<file path="src/set_assoc_cache_tag_controller_macros.svh">
// assertion macros shared by the tag controller modules
`ifndef SET_ASSOC_CACHE_TAG_CONTROLLER_MACROS_SVH
`define SET_ASSOC_CACHE_TAG_CONTROLLER_MACROS_SVH

// same-cycle implication
`define SACTC_ASSERT_IMP(label, clk, rst_n, ante, cons) \
    label: assert property (@(posedge clk) disable iff (!rst_n) (ante) |-> (cons)) \
    else $error("sactc check failed");

// next-cycle implication
`define SACTC_ASSERT_NXT(label, clk, rst_n, ante, cons) \
    label: assert property (@(posedge clk) disable iff (!rst_n) (ante) |=> (cons)) \
    else $error("sactc check failed");

`endif

</file>
<file path="src/sactc_pkg.sv">
package sactc_pkg;

    localparam int SETS        = 64;
    localparam int WAYS        = 4;
    localparam int BLOCK_BYTES = 32;
    localparam int ADDR_W      = 32;
    localparam int OFF_W       = $clog2(BLOCK_BYTES);
    localparam int SET_W       = $clog2(SETS);
    localparam int WAY_W       = $clog2(WAYS);
    localparam int TAG_W       = ADDR_W - OFF_W - SET_W;
    localparam int ORD_W       = WAYS * WAY_W;
    localparam int Q_DEPTH     = 2;
    localparam int Q_PTR_W     = $clog2(Q_DEPTH);
    localparam int Q_CNT_W     = $clog2(Q_DEPTH + 1);
    localparam logic [15:0] LFSR_SEED = 16'h0001;
    localparam logic [15:0] LFSR_MASK = 16'hB400;

    localparam logic [2:0] FUNC_READ   = 3'd0;
    localparam logic [2:0] FUNC_WRITE  = 3'd1;
    localparam logic [2:0] FUNC_PROBE  = 3'd2;
    localparam logic [2:0] FUNC_FLUSH  = 3'd3;
    localparam logic [2:0] FUNC_SFLUSH = 3'd4;

    localparam logic [1:0] POL_LRU  = 2'd0;
    localparam logic [1:0] POL_FIFO = 2'd1;
    localparam logic [1:0] POL_RAND = 2'd2;

    typedef enum logic [2:0] {
        OP_READ, OP_WRITE, OP_PROBE, OP_FLUSH, OP_SFLUSH, OP_NOP
    } t_op;

    typedef enum logic [1:0] {S_IDLE, S_LOOK, S_SFL} t_bstate;

    typedef struct packed {
        t_op              op;
        logic [SET_W-1:0] set;
        logic [TAG_W-1:0] tag;
    } t_item;

    typedef struct packed {
        logic              hit;
        logic              replaced;
        logic [ADDR_W-1:0] victim_address;
        logic              writeback;
        logic              fill;
        logic [ADDR_W-1:0] fill_address;
        logic              last;
    } t_rsp;

    typedef logic [WAYS-1:0][WAY_W-1:0] t_order;

    function automatic t_order ord_reset();
        t_order r;
        for (int i = 0; i < WAYS; i++) begin
            r[i] = WAY_W'(WAYS - 1 - i);
        end
        return r;
    endfunction

    function automatic t_order move_head(t_order ord, logic [WAY_W-1:0] w);
        t_order r;
        logic   seen;
        seen = 1'b0;
        r    = ord;
        r[0] = w;
        for (int i = 1; i < WAYS; i++) begin
            seen = seen | (ord[i-1] == w);
            r[i] = seen ? ord[i] : ord[i-1];
        end
        return r;
    endfunction

    function automatic t_order move_tail(t_order ord, logic [WAY_W-1:0] w);
        t_order r;
        logic   seen;
        seen = 1'b0;
        r    = ord;
        for (int i = 0; i < WAYS - 1; i++) begin
            seen = seen | (ord[i] == w);
            r[i] = seen ? ord[i+1] : ord[i];
        end
        r[WAYS-1] = w;
        return r;
    endfunction

    function automatic logic [ADDR_W-1:0] blk_addr(logic [TAG_W-1:0] tag,
                                                   logic [SET_W-1:0] set);
        return {tag, set, {OFF_W{1'b0}}};
    endfunction

endpackage

</file>
<file path="src/sactc_req_if.sv">
interface sactc_req_if;
    logic        valid;
    logic        ready;
    logic [2:0]  func;
    logic [31:0] address;
    modport source (output valid, output func, output address, input ready);
    modport sink (input valid, input func, input address, output ready);
endinterface

</file>
<file path="src/sactc_front.sv">
`include "set_assoc_cache_tag_controller_macros.svh"

module sactc_front (
    input  logic               i_clk,
    input  logic               i_rst_n,
    sactc_req_if.sink          i_req,
    output logic               o_qv,
    output sactc_pkg::t_item   o_item,
    input  logic               i_pop
);
    sactc_pkg::t_item                  r_q [sactc_pkg::Q_DEPTH];
    logic [sactc_pkg::Q_PTR_W-1:0]     r_rd, r_wr;
    logic [sactc_pkg::Q_CNT_W-1:0]     r_cnt;
    sactc_pkg::t_item                  dec;
    logic                              push;

    // classify the request
    always_comb begin
        dec.set = i_req.address[sactc_pkg::OFF_W +: sactc_pkg::SET_W];
        dec.tag = i_req.address[sactc_pkg::OFF_W + sactc_pkg::SET_W +: sactc_pkg::TAG_W];
        unique case (i_req.func)
            sactc_pkg::FUNC_READ:   dec.op = sactc_pkg::OP_READ;
            sactc_pkg::FUNC_WRITE:  dec.op = sactc_pkg::OP_WRITE;
            sactc_pkg::FUNC_PROBE:  dec.op = sactc_pkg::OP_PROBE;
            sactc_pkg::FUNC_FLUSH:  dec.op = sactc_pkg::OP_FLUSH;
            sactc_pkg::FUNC_SFLUSH: dec.op = sactc_pkg::OP_SFLUSH;
            default:                dec.op = sactc_pkg::OP_NOP;
        endcase
    end

    assign i_req.ready = (r_cnt != sactc_pkg::Q_CNT_W'(sactc_pkg::Q_DEPTH));
    assign push        = i_req.valid && i_req.ready;
    assign o_qv        = (r_cnt != '0);
    assign o_item      = r_q[r_rd];

    always_ff @(posedge i_clk) begin
        if (push) begin
            r_q[r_wr] <= dec;
        end
    end

    always_ff @(posedge i_clk) begin
        if (!i_rst_n) begin
            r_rd  <= '0;
            r_wr  <= '0;
            r_cnt <= '0;
        end else begin
            if (push) begin
                r_wr <= r_wr + 1'b1;
            end
            if (i_pop) begin
                r_rd <= r_rd + 1'b1;
            end
            if (push && !i_pop) begin
                r_cnt <= r_cnt + 1'b1;
            end else if (!push && i_pop) begin
                r_cnt <= r_cnt - 1'b1;
            end
        end
    end

    `SACTC_ASSERT_IMP(a_q_bound, i_clk, i_rst_n, i_pop, r_cnt != '0)
endmodule

</file>
<file path="src/flat_wrapper.sv">
// flat-port wrapper written by rule: the top's interface ports become plain ports
module sactc_front_flat 
  (i_clk, i_rst_n, o_qv, o_item, i_pop, i_req_valid, i_req_func, i_req_address, i_req_ready);
  sactc_req_if i_req_i ();
  input  logic i_clk;
  input  logic i_rst_n;
  output logic o_qv;
  output sactc_pkg::t_item o_item;
  input  logic i_pop;
  input wire logic [$bits(i_req_i.valid)-1:0] i_req_valid;
  input wire logic [$bits(i_req_i.func)-1:0] i_req_func;
  input wire logic [$bits(i_req_i.address)-1:0] i_req_address;
  output wire logic [$bits(i_req_i.ready)-1:0] i_req_ready;
  assign i_req_i.valid = i_req_valid;
  assign i_req_i.func = i_req_func;
  assign i_req_i.address = i_req_address;
  assign i_req_ready = i_req_i.ready;
  sactc_front u_core (.i_clk(i_clk), .i_rst_n(i_rst_n), .i_req(i_req_i), .o_qv(o_qv), .o_item(o_item), .i_pop(i_pop));
endmodule
</file>
<file path="config.mk">
export PLATFORM = sky130hd
export DESIGN_NAME = sactc_front_flat
export DESIGN_NICKNAME = d
export VERILOG_FILES = /design/src/sactc_pkg.sv /design/src/sactc_req_if.sv /design/src/sactc_front.sv /design/src/flat_wrapper.sv
export VERILOG_INCLUDE_DIRS = /design/src /design/src/src
export SDC_FILE = /design/constraint.sdc
export NUM_CORES = 1
export LEC_CHECK = 0
export BUFFER_PORTS_ARGS = -buffer_cell sky130_fd_sc_hd__buf_2
export CORE_ASPECT_RATIO = 0.75
export CORE_MARGIN = 2
export CORE_UTILIZATION = 35
export DETAILED_ROUTE_END_ITERATION = 8
export HOLD_SLACK_MARGIN = 0.02
export PLACE_DENSITY = 0.55
export SLEW_MARGIN = 30
export SYNTH_ARGS = -nofsm -noshare
export SYNTH_HDL_FRONTEND = slang
export SYNTH_SLANG_ARGS = --single-unit
</file>
<file path="constraint.sdc">
create_clock -name i_clk -period 3.71 [get_ports i_clk]
set_clock_uncertainty 0.15 [all_clocks]
set_input_delay 0.371 -clock i_clk [delete_from_list [all_inputs] [get_ports i_clk]]
set_output_delay 0.371 -clock i_clk [all_outputs]
set_load 0.03 [all_outputs]
</file>
# After elaboration in Yosys (flattened, before gate mapping)

Memory sizes are Yosys's and may differ from the RTL's. A register that Yosys moved wholly into a read port is not among the register bits.
Index checks and enable logic that the tools add are counted.

Word-level logic and storage cells: 28
Bits in registers: 4
Bits of input ports: 39
Output and inout bits: 32
Bits in writable memories: 60
Memories: 1

Memories:

| name       | depth | width | read ports | clocked after memory_dff | write ports | RTL line          | RTL |
|---|---|---|---|---|---|---|---|
| u_core.r_q | 2     | 30    | 1          | 1                        | 1           | sactc_front.sv:11 | `sactc_pkg::t_item r_q [sactc_pkg::Q_DEPTH];` |

Eq/ne operators: 5
Reductions and logical operators: 8
Mux-type cells: 7
Add/subtract/negate cells: 4

Operators by type and width:

| operator              | number |
|---|---|
| $pmux W3 S5           | 1 |
| $eq A3 B2 Y1 const B  | 2 |
| $mux W1               | 4 |
| $mux W2               | 2 |
| $reduce_bool A2 Y1    | 2 |
| $eq A3 B1 Y1 const B  | 1 |
| $eq A3 B3 Y1 const B  | 1 |
| $logic_and A1 B1 Y1   | 3 |
| $logic_not A3 Y1      | 1 |
| $add A1 B1 Y1 const B | 2 |
| $add A2 B1 Y2 const B | 1 |
| $logic_not A1 Y1      | 2 |
| $ne A2 B2 Y1 const B  | 1 |
| $sub A2 B1 Y2 const B | 1 |

# Logic depth before layout (Yosys ltp)

Gate-level depths: netlist of run 1.

Depth in word-level cells: 6
Mapped depth: 6
Mapped depth without buffers: 6

# Least setup slack after synthesis of run 1

No wires, ideal clock.

Kind: reg2reg
From: reg u_core.r_cnt[0] (netlist name)
To: mem u_core.r_q[1][0] (netlist name) (enable)
Period minus slack after synthesis: 1.933 ns
Setup time: 0.390 ns
Slack: 1.777 ns
Arrival: 1.393 ns
Required time: 3.170 ns
Path buffers: 0
Stages on the path, launching flop included: 3
Path through: dfxtp_1 > nand2b_4 > and3_1

Longest elaborated chain between the ends: 4

RTL lines:

| element                       | RTL line           | RTL |
|---|---|---|
| start, declared               | sactc_front.sv:13  | `logic [sactc_pkg::Q_CNT_W-1:0] r_cnt;` |
| start signal, assigned        | sactc_front.sv:55  | `r_cnt <= r_cnt + 1'b1;` |
| start signal, assigned        | sactc_front.sv:57  | `r_cnt <= r_cnt - 1'b1;` |
| $ne A2 B2 Y1                  | sactc_front.sv:31  | `assign i_req.ready = (r_cnt != sactc_pkg::Q_CNT_W'(sactc_pkg::Q_DEPTH));` |
| via i_req_ready               | flat_wrapper.sv:13 | `output wire logic [$bits(i_req_i.ready)-1:0] i_req_ready;` |
| $logic_and A1 B1 Y1           | sactc_front.sv:32  | `assign push = i_req.valid && i_req.ready;` |
| $mux W1                       | sactc_front.sv:37  | `if (push) begin` |
| $mux W1 (implied by the code) | sactc_front.sv:38  | `r_q[r_wr] <= dec;` |
| end, declared                 | sactc_front.sv:11  |  |

The timed path passes the listed nets, and every way through them passes these cells.

==> results.toml, run 1 <==
[outcome]
status = "complete, no violations"

[hold_path]
hold_start = "i_req_address[29]"
worst_hold_path_type = "in2reg"
min_to = "u_core.r_q[0][18]"
holdPathStages = 1

[cts]
ctsHoldBuffers = 0
cts_buffers = 9
cts_tree = "done"
clkLatencyLatePin_ps = 320
htree_levels = 3
cts.path.max_buffers = 2
path_clk_slew_ps = 60
cts.sinks = 65
cts_setup_buffers = 0
cts_resized = 0
cts-root-buf = "clkbuf_8"

[detailed_routing]
drtAntennaViolNets = 0
first_pass_iters = 4
drcViolationCount = 0
num_vias = 1294
wirelength_mm = 4.16
viasPerCell = 4.59
wl_per_cell_um = 14.7
drt_iter0_drc = 35

[setup_path]
crit_path_end_kind = "primary output"
crit_fanout = 16
reg2reg_slack_ps = 1950
cp.arrival_ps = 1980
reg2reg_to = "u_core.r_q[0][7]"
r2r-start = "u_core.r_cnt[0]"
r2r_cells = 3
cp.required_ps = 3190
worstSetupPathType = "reg2out"
start_kind = "flip-flop"

[synthesis]
ys_ff_latch = 65
synth_top_family_by_area = "multiplexers"
syn_area_per_cell_um2 = 20.1
yosysWarnings = 0
yosysUniqueCellTypes = 21
synth_cells = 120
synth-compound-area-share = 0.0156
async_reset_ff_frac = 0
synthSimpleGateAreaFrac = 0.0295
ys_seq_area_frac = 0.788
synth_nets = 160
synthAdderAreaFrac = 0.00518
synth_edf_count = 60
syn_area_um2 = 2410
synth_xor_area_frac = 0.0109
synth_flop_cell = "edfxtp_1"
synthMuxAreaShare = 0.140

[cells_and_area]
design_area_um2 = 3020
fin_util = 0.448
syn_to_final_growth_pct = 24.9
fill_cells = 598
layout.nets = 234
diodes = 0
final_layout_size_suffix_gt1_frac = 0.571

[job]
cap_violations = 0

[global_route]
grt_max_degree = 31
track_usage = 0.118
grt_antenna_before_repair = 0
grt_pass1_vias = 1402
grt_overflow = 0
grt_first_pass_wirelength_mm = 6.55

[die]
die_y_um = 75.9
initial_core_util = 0.358
die_area_um2 = 7580
row_count = 26
ios = 71
die_w_um = 99.9
coreArea_um2 = 6730

[sta]
tns_ps = 0
maxSlewViolCount = 0
fin_crit_ps = 2500
worstMarginPinSlew_ps = 694
max_slew_margin = 0.537
max_freq_ghz = 0.400
setup_violations = 0
setup_ws_ps = 1210
min_period_over_period = 0.674
rsz0062_at_grt = "no"
hold_viol_final = 0

[power]
switching_share = 0.266
p_int_mw = 1.31
p_sw_uw = 473
vdd_drop_max_mv = 0.328
powerDensity_nw_per_um2 = 590
comb_power_share = 0.189
power.total_mw = 1.78
p_leak_nw = 1.15
p_seq_frac = 0.514
p_clk_frac = 0.296

[placed_design]
place_area_um2 = 2840
gp_congestion = 0.707
portBuffers = 65
place_worst_setup_slack_ps = 1490
dp_hpwl_mm = 2.87
-- cell families (layout without fill, tap and decap cells) --
family,Yosys count,in the layout
adder cells (fa/ha/maj),1,1
AO/OA/AOI/OAI,5,5
XOR/XNOR,3,3
buffers and inverters,6,84
flip-flops,65,65
multiplexers,30,30
AND/OR/NAND/NOR,10,10
-- power by group through the flow --
stage	Combinational [mW]	Clock, mW	Sequential, mW
after floorplan	0.246	0	0.918
after detailed placement	0.340	0	0.932
after global placement	0.328	0	0.926
final	0.337	0.527	0.915
after CTS	0.342	0.547	0.917
after global routing	0.359	0.587	0.923
-- how the worst max path moves through the flow --
stage | cells past startpoint | start | endpoint | slack (ps)
floorplan | 2 | u_core.r_cnt[0] | u_core.r_q[1][0] | 1780
global placement | 3 | flip-flop | o_item[28] | 1540
detailed placement | 3 | flip-flop | o_item[20] | 1490
CTS | 3 | flip-flop | o_item[20] | 1130
global route | 3 | flip-flop | o_item[28] | 1030
finish | 3 | flip-flop | o_item[20] | 1210
-- cells in the mapped netlist, drive strengths merged (2+ instances only) --
| cell type | count | share of area |
|---|---|---|
| a21boi | 2 | 0.0062 |
| and2 | 4 | 0.010 |
| buf | 3 | 0.0062 |
| dfxtp | 5 | 0.041 |
| edfxtp | 60 | 0.75 |
| inv | 2 | 0.0031 |
| mux2 | 30 | 0.14 |
| xor2 | 2 | 0.0073 |
-- cell type report --
class                   count  area (um2)  share of cell area
repair buffers             67         340               0.113
inverters                   2        7.51             0.00249
flip-flops and latches     65        1900               0.631
clock buffers              10         128              0.0423
well taps                  84         105              0.0349
multi-input cells          49         485               0.161
clock inverters             5        47.5              0.0158
-- sequential cells by signal, summed over array words and instances (netlist names), named ones only --
register,count
u_core.r_cnt,2
u_core.r_q,60
u_core.r_rd,1
u_core.r_wr,1
-- layout by cell type, fill, tap and decap left out, drive strengths merged --
cell type	n
dfxtp	5
nor2b	1
nand2b	1
a21boi	2
ha	1
bufinv	1
and3	1
xnor2	1
edfxtp	60
clkinv	4
a21bo	1
and2	4
or3	1
nand3b	1
or2	1
inv	2
xor2	2
mux2	30
a21o	1
buf	67
clkbuf	10
o21ai	1
-- per-stage QoR --
stage	hold slack (ps)	cells
CTS	66.3	282
global route	49.5	282
detailed placement	404	267
global placement	360	267
finish	83.9	282
floorplan	320	120
-- routing by layer --
metal,vias to the layer above,part of all wire,wire length (um),GRT usage
met5,-,0,0,0
met4,0,0.010,43,0.0411
met3,7,0.094,391,0.0710
met2,53,0.51,2110,0.198
met1,629,0.39,1610,0.120
li1,605,-,-,-
-- critical path: stages, from the launching register on --
cell and delay, ps:
dfxtp_1 730, buf_4 370, mux2_2 370, buf_2 180
(Power assumes the default switching activity.)
==> run 2: changes to the inputs <==
--- a/config.mk
+++ b/config.mk
@@ -6,13 +6,14 @@
 export SDC_FILE = /design/constraint.sdc
 export NUM_CORES = 1
 export LEC_CHECK = 0
+export ABC_AREA = 1
 export BUFFER_PORTS_ARGS = -buffer_cell sky130_fd_sc_hd__buf_2
 export CORE_ASPECT_RATIO = 0.75
 export CORE_MARGIN = 2
 export CORE_UTILIZATION = 35
 export DETAILED_ROUTE_END_ITERATION = 8
 export HOLD_SLACK_MARGIN = 0.02
-export PLACE_DENSITY = 0.55
+export PLACE_DENSITY = 0.54
 export SLEW_MARGIN = 30
 export SYNTH_ARGS = -nofsm -noshare
 export SYNTH_HDL_FRONTEND = slang
==> constraint.sdc (replaced) <==
create_clock -name i_clk -period 2.4 [get_ports i_clk]
set_clock_uncertainty 0.15 [all_clocks]
set_input_delay 0.24 -clock i_clk [delete_from_list [all_inputs] [get_ports i_clk]]
set_output_delay 0.24 -clock i_clk [all_outputs]
set_load 0.03 [all_outputs]
==> run 2 against run 1 <==
Total power increased by 51%. Register-to-register slack worse by 1200 ps. Global-route usage rose by 0.13 points. Synthesized cell count grew 11%. Clock power grew 54%. Critical path type unchanged.
==> results.toml, run 2 <==
[synthesis]
syn_area_um2 = 2540
ys_ff_latch = 65
synth_flop_cell = "edfxtp_1"
synth_nets = 173
ys_seq_area_frac = 0.749
yosysWarnings = 0
yosys.cell_count.top_type = "edfxtp_1"
syn_area_per_cell_um2 = 19.1
yosysUniqueCellTypes = 16
synth_edf_count = 60
synth_top_area_share = 0.709
async_reset_ff_frac = 0
synth_cells = 133
synth_area_leader_cell = "edfxtp_1"
yosys-top-cells-area = "edfxtp_1, mux2_4, dfxtp_1"
netlist_top_cells_count = "edfxtp_1, mux2_4, nor2_1"

[setup_path]
cpLargestDelayFamily = "buffers and inverters"
r2r_cells = 5
crit_fanout = 18
reg2reg_to = "u_core.r_q[1][18]"
crit_path_end_kind = "primary output"
critPathSlowestCell = "mux2_4"
cp.arrival_ps = 1490
crit_buf_inv = 2
path_cells = "buf_4, mux2_4, buf_2"
reg2reg_slack_ps = 730
endpoint = "o_item[1]"
r2r-start = "u_core.r_cnt[0]"
worst_path_largest_cell_delay_ps = 330
worstSetupPathType = "reg2out"
start_kind = "flip-flop"
cp.required_ps = 2010
worst-path-stages = 3

[power]
vdd_drop_max_mv = 0.313
powerDensity_nw_per_um2 = 770
p_leak_nw = 1.42

[sta]
maxSlewViolCount = 0
fin_crit_ps = 1880
tns_ps = 0
max_freq_ghz = 0.531
rsz0062_at_grt = "no"
min_period_over_period = 0.785
hold_viol_final = 0
setup_ws_ps = 515
setup_violations = 0
worst_hold_slack_ps = 50.9
worstMarginPinSlew_ps = 469
max_slew_margin = 0.686

[placed_design]
portBuffers = 65
place_worst_setup_slack_ps = 728
gp_congestion = 0.640
dp_hpwl_mm = 2.80

[die]
initial_core_util = 0.367
row_count = 26
die_w_um = 102
die_area_um2 = 7960
die_y_um = 77.8
coreArea_um2 = 6930
ios = 71

[cts]
htree_levels = 3
cts.path.max_buffers = 2
ctsHoldBuffers = 30
cts_buffers = 9
cts.sinks = 65
clkLatencyLatePin_ps = 340
cts_tree = "done"
cts_setup_buffers = 0
cts-root-buf = "clkbuf_8"
cts_resized = 0
path_clk_slew_ps = 70

[global_route]
grt_pass1_vias = 1475
grt_first_pass_wirelength_mm = 6.87
track_usage = 0.119
grt_antenna_before_repair = 0
grt_max_degree = 19
grt_overflow = 0

[outcome]
status = "complete, no violations"

[detailed_routing]
first_pass_iters = 3
drtAntennaViolNets = 0
wirelength_mm = 4.35
num_vias = 1421
viasPerCell = 4.15
drt_iter0_drc = 33
drcViolationCount = 0
wl_per_cell_um = 12.7

[cells_and_area]
diodes = 0
largest_register_ffs = 60
layout_commonest_cell = "buf_2"
syn_to_final_growth_pct = 37.9
mostFrequentLayoutCells = "buf_2, edfxtp_1, mux2_4, dlygate4sd3_1, clkbuf_8"
max_flop_register = "u_core.r_q"
final_layout_size_suffix_gt1_frac = 0.492
fin_util = 0.506
layout.nets = 279
top_regs = "u_core.r_q: 60 flops, u_core.r_cnt: 2 flops"

[hold_path]
worst_hold_path_type = "in2reg"

[job]
cap_violations = 0
run 2: area by class of cell:
cell class / count / area [um2]
Clock buffer: 10 / 138
Clock inverter: 6 / 43.8
Fill cell: 615 / 3430
Inverter: 9 / 33.8
Multi-Input combinational cell: 55 / 582
Sequential cell: 65 / 1900
Tap cell: 98 / 123
Timing Repair Buffer: 99 / 681
run 2: power breakdown:
part	total, mW	switching (mW)	internal, mW
sequential	1.37	0.0257	1.35
combinational	0.515	0.296	0.219
clock	0.810	0.409	0.401
run 2: stage by stage:
stage          instances  instance area, um2  power, mW
3_3_place_gp         296                3020       1.87
3_5_place_dp         296                3020       1.88
2_1_floorplan        133                2540       1.73
6_report             342                3500       2.70
5_1_grt              342                3500       2.83
4_1_cts              342                3500       2.74
run 2: worst min path at each step:
stage                      startpoint           endpoint  slack (ps)  cells after the start
floorplan           i_req_address[11]   u_core.r_q[0][0]         190                      0
global placement    i_req_address[29]  u_core.r_q[1][18]         280                      1
detailed placement  i_req_address[19]   u_core.r_q[0][8]         280                      1
CTS                     i_req_func[0]  u_core.r_q[1][27]          20                      2
global route            i_req_func[0]  u_core.r_q[0][27]          40                      2
finish                  i_req_func[0]  u_core.r_q[1][27]          50                      2
run 2: worst register-to-register path, cell delays in order (launching register included):
cell,delay (ps)
dfxtp_1,350
inv_2,60
nand2_1,80
nand2_2,110
nor2_4,390
buf_12,230
run 2: per-layer routing:
layer	GRT usage	vias up	part of all wire
li1	-	702	-
met1	0.133	663	0.44
met2	0.191	52	0.47
met3	0.0694	4	0.082
met4	0.0360	0	0.0053
met5	0	-	0
run 2: cell families after synthesis:
kind of cell / count (synthesis) / share of synthesized area
fa+ha+maj: 1 / 0.00493
buf+inv: 13 / 0.0281
mux: 30 / 0.177
simple gates: 20 / 0.0320
flops: 65 / 0.749
compound gates: 4 / 0.00887
